[config.mk]
export PLATFORM = sky130hd
export DESIGN_NAME = ipc_cfg_regs
export DESIGN_NICKNAME = d
export VERILOG_FILES = /design/src/ipc_pkg.sv /design/src/ipc_cfg_regs.sv
export SDC_FILE = /design/constraint.sdc
export NUM_CORES = 1
export LEC_CHECK = 0
export BUFFER_PORTS_ARGS = -buffer_cell sky130_fd_sc_hd__buf_2
export CAP_MARGIN = 40
export CORE_ASPECT_RATIO = 1.75
export CORE_MARGIN = 4
export CORE_UTILIZATION = 48
export CTS_CLUSTER_SIZE = 14
export DETAILED_ROUTE_END_ITERATION = 10
export PLACE_DENSITY = 0.78
export REMOVE_ABC_BUFFERS = 1
export SYNTH_ARGS = -nofsm -noshare
export SYNTH_HDL_FRONTEND = slang
export SYNTH_SLANG_ARGS = --single-unit
[constraint.sdc]
create_clock -name clk -period 1.1 [get_ports clk]
set_clock_uncertainty 0.05 [all_clocks]
set_input_delay 0 -clock clk [delete_from_list [all_inputs] [get_ports clk]]
set_output_delay 0 -clock clk [all_outputs]
set_load 0.02 [all_outputs]
[src/ipc_pkg.sv]
package ipc_pkg;

  // Field and state widths
  localparam int DATA_W = 16;
  localparam int ERR_W  = 17;
  localparam int CTRL_W = 18;
  // Gain (unsigned 16 bit, one sign bit added) times error (17 bit signed)
  localparam int PROD_W = 34;
  // Accumulator: wide enough for every sum at any supported fraction width
  localparam int ACC_W  = 40;

  localparam int FRAC_BITS_DEF = 14;

  localparam int CFG_IDX_W = 2;

  localparam logic [DATA_W-1:0] GAIN_A_RST        = 16'd13107;
  localparam logic [DATA_W-1:0] GAIN_B_RST        = 16'd13104;
  localparam logic [DATA_W-1:0] TORQUE_OFFSET_RST = 16'd1802;

  typedef enum logic [CFG_IDX_W-1:0] {
    CFG_GAIN_A        = 2'd0,
    CFG_GAIN_B        = 2'd1,
    CFG_TORQUE_OFFSET = 2'd2
  } cfg_idx_t;

  typedef struct packed {
    logic        [DATA_W-1:0] gain_a;
    logic        [DATA_W-1:0] gain_b;
    logic signed [DATA_W-1:0] torque_offset;
  } ipc_cfg_t;

endpackage

[src/ipc_cfg_regs.sv]
module ipc_cfg_regs (
  input  logic                            clk,
  input  logic                            rst_n,
  input  logic                            cfg_valid,
  output logic                            cfg_ready,
  input  logic [ipc_pkg::CFG_IDX_W-1:0]   cfg_index,
  input  logic [ipc_pkg::DATA_W-1:0]      cfg_data,
  output ipc_pkg::ipc_cfg_t               cfg
);

  ipc_pkg::ipc_cfg_t cfg_r;
  ipc_pkg::ipc_cfg_t cfg_nxt;

  assign cfg_ready = 1'b1;
  assign cfg       = cfg_r;

  always_comb begin
    cfg_nxt = cfg_r;
    if (cfg_valid) begin
      unique case (cfg_index)
        ipc_pkg::CFG_GAIN_A:        cfg_nxt.gain_a        = cfg_data;
        ipc_pkg::CFG_GAIN_B:        cfg_nxt.gain_b        = cfg_data;
        ipc_pkg::CFG_TORQUE_OFFSET: cfg_nxt.torque_offset = $signed(cfg_data);
        default:                    cfg_nxt               = cfg_r; // drop
      endcase
    end
  end

  always_ff @(posedge clk) begin
    if (!rst_n) begin
      cfg_r.gain_a        <= ipc_pkg::GAIN_A_RST;
      cfg_r.gain_b        <= ipc_pkg::GAIN_B_RST;
      cfg_r.torque_offset <= $signed(ipc_pkg::TORQUE_OFFSET_RST);
    end else begin
      cfg_r <= cfg_nxt;
    end
  end

endmodule

==> results.tsv <==
metric	value	unit
syn_avg_cell_area	10.1	µm²
status	finished clean	
dp_cells	299	
async_flop_share	0	
setup_slack	0.227	ns
top_layer	met4	
wl_met2	2150	µm
fin_crit	0.873	ns
cp_slowest_cell	dfxtp_1	
wl_met1	1720	µm
die-area	0.00511	mm²
cp_max_fo	2	
yosys_warnings	0	
max_freq	1.15	GHz
critical_path.max_stage_delay	0.35	ns
dp_slack	0.0664	ns
yosys.area.top_type	dfxtp_1	
cp.arrival	0.82	ns
wl_per_cell	13.1	µm
place.gp.congestion	0.701	
drt_iter0_markers	28	
via_count	1548	
grt_max_degree	50	
start_kind	flop	
dr_wl_met3	251	µm
fp-row-count	30	
clock_latency	0.30	ns
path_class	reg2out	
ff_latch_area	961	µm²
synth.cell_area	0.00192	mm²
grt_overflow	0	
powerDensity	1290	mW/mm²
postPlaceCellArea	0.00231	mm²
numCtsBuffers	5	
coreArea	0.00387	mm²
synth_fa_ha_area_frac	0	
n_antenna_cell	0	
num-fill-cells	323	
synth_edf_count	0	
dr.pass1.iters	4	
finalSetupTns	0	ns
largest_register_ffs	48	
crit_chain	buf_2	
area_growth	34.2	%
end_kind	output port	
port_buffers	68	
io_pins	70	
cts_max_path_buffers	2	
synth_seq_cells	48	
ys_top_cells_by_area	dfxtp_1 (50%), mux2i_1 (24%), nand2_1 (8.4%)	
antenna_found_initial	0	
clock_sinks	48	
synth-seq-area-share	0.502	
cp_data_required_time	1.05	ns
clkSlewWorstSetupHoldPaths	0.09	ns
ctsRootBufferMaster	clkbuf_8	
synth_cells	190	
yosysMostFrequentCell	dfxtp_1	
ys_types	17	
synthXorXnorAreaFrac	0	
htree_levels	2	
yosys.area_share.simple	0.204	
ant_nets	0	
hold_slack	0.0338	ns
slew_viol_final	0	
fin_crit_sh	0.794	
die_width	55.8	µm
hp-class	in2reg	
synth_flop_cell	dfxtp_1	
cts_tree	done	
multi_input_comb_area	867	µm²
synth_commonest_cells	dfxtp_1 (48), mux2i_1 (45), nand2_1 (43), nor2b_1 (23), buf_2 (7)	
cts_resized	0	
finalSetupViolations	0	
start_util	0.495	
nets	296	
crit_buf_inv	1	
synth_compound_area_frac	0.0118	
max_cap_viol_count	0	
ir_worst_vdd	1.03	mV
hpwl	2960	µm
grt_pass1_vias	1501	
synth_top_family_by_area	multiplexers	
finalNonFillerCells	324	
synth_mux_area_frac	0.235	
vias_per_cell	4.78	
hold_viol	0	
critical-path-top-delay-family	flip-flops	
leakage	1.25	nW
grt_pass1_wl	6960	µm
synth_top_area_share	0.502	
wl	4250	µm
die_y	91.6	µm
gr-usage-all-layers	0.171	
drc	0	
rsz0062_at_grt	false	
fin_area	0.00257	mm²
drive_gt1_frac	0.315	
-- through the flow --
step | util | power (W)
2_1_floorplan | - | 0.00209
3_5_place_dp | 0.598 | 0.00229
5_1_grt | 0.665 | 0.00346
3_3_place_gp | 0.598 | 0.00228
6_report | 0.665 | 0.00332
4_1_cts | 0.665 | 0.00336
-- worst reg2reg max path, cell delays in order, from the launching register on --
cell     delay, ns
dfxtp_1       0.33
nor2b_1       0.12
mux2i_1       0.09
-- timing repair --
| item | in CTS | in global routing |
|---|---|---|
| hold buffers | 17 | 0 |
| endpoints found under the hold margin | 48 | 0 |
| buffers inserted | 0 | 0 |
-- placed cells by master, fill, tap and decap left out --
cell / n
buf_12: 1
clkbuf_8: 5
clkinv_4: 1
o211ai_1: 3
and3b_2: 2
nand4bb_1: 1
buf_2: 68
nor3b_2: 1
inv_1: 3
nand2_1: 43
dlygate4sd3_1: 17
buf_4: 7
mux2i_1: 45
nand3b_1: 2
clkinv_2: 2
conb_1: 1
nand4b_1: 2
or3b_1: 1
nor2b_1: 23
dfxtp_1: 48
-- final timing paths --
| path | start | end | slack [ns] | cells after the start |
|---|---|---|---|---|
| hold / removal | rst_n | cfg[23] | 0.03 | 3 |
| hold reg to reg | cfg[27] | cfg[27] | 0.41 | 2 |
| setup / recovery | cfg[25] | cfg[25] | 0.23 | 1 |
| setup reg to reg | cfg[25] | cfg[25] | 0.40 | 2 |
-- area by class of cell --
cell class                      instances  share of cell area
Clock inverter                          3             0.00730
Timing Repair Buffer                   93               0.227
Tap cell                               48              0.0234
Sequential cell                        48               0.374
Clock buffer                            5              0.0268
Multi-Input combinational cell        124               0.337
Inverter                                3             0.00438
-- cell families after synthesis --
| kind of cell | count (synthesis) |
|---|---|
| AO/OA/AOI/OAI | 3 |
| flip-flops | 48 |
| AND/OR/NAND/NOR | 75 |
| buffers and inverters | 18 |
| other | 1 |
| multiplexers | 45 |
-- report_power, final --
group / internal (W) / switching [W]
Clock: 0.000443 / 0.000582
Sequential: 0.00180 / 0.0000300
Combinational: 0.000211 / 0.000254
Total: 0.00245 / 0.000866
-- layer usage --
metal,track usage,vias up
met4,0.0832,0
met1,0.195,696
met2,0.294,49
li1,-,793
met5,0,-
met3,0.0413,10
Note: power is estimated with default switching activity, not from simulation.
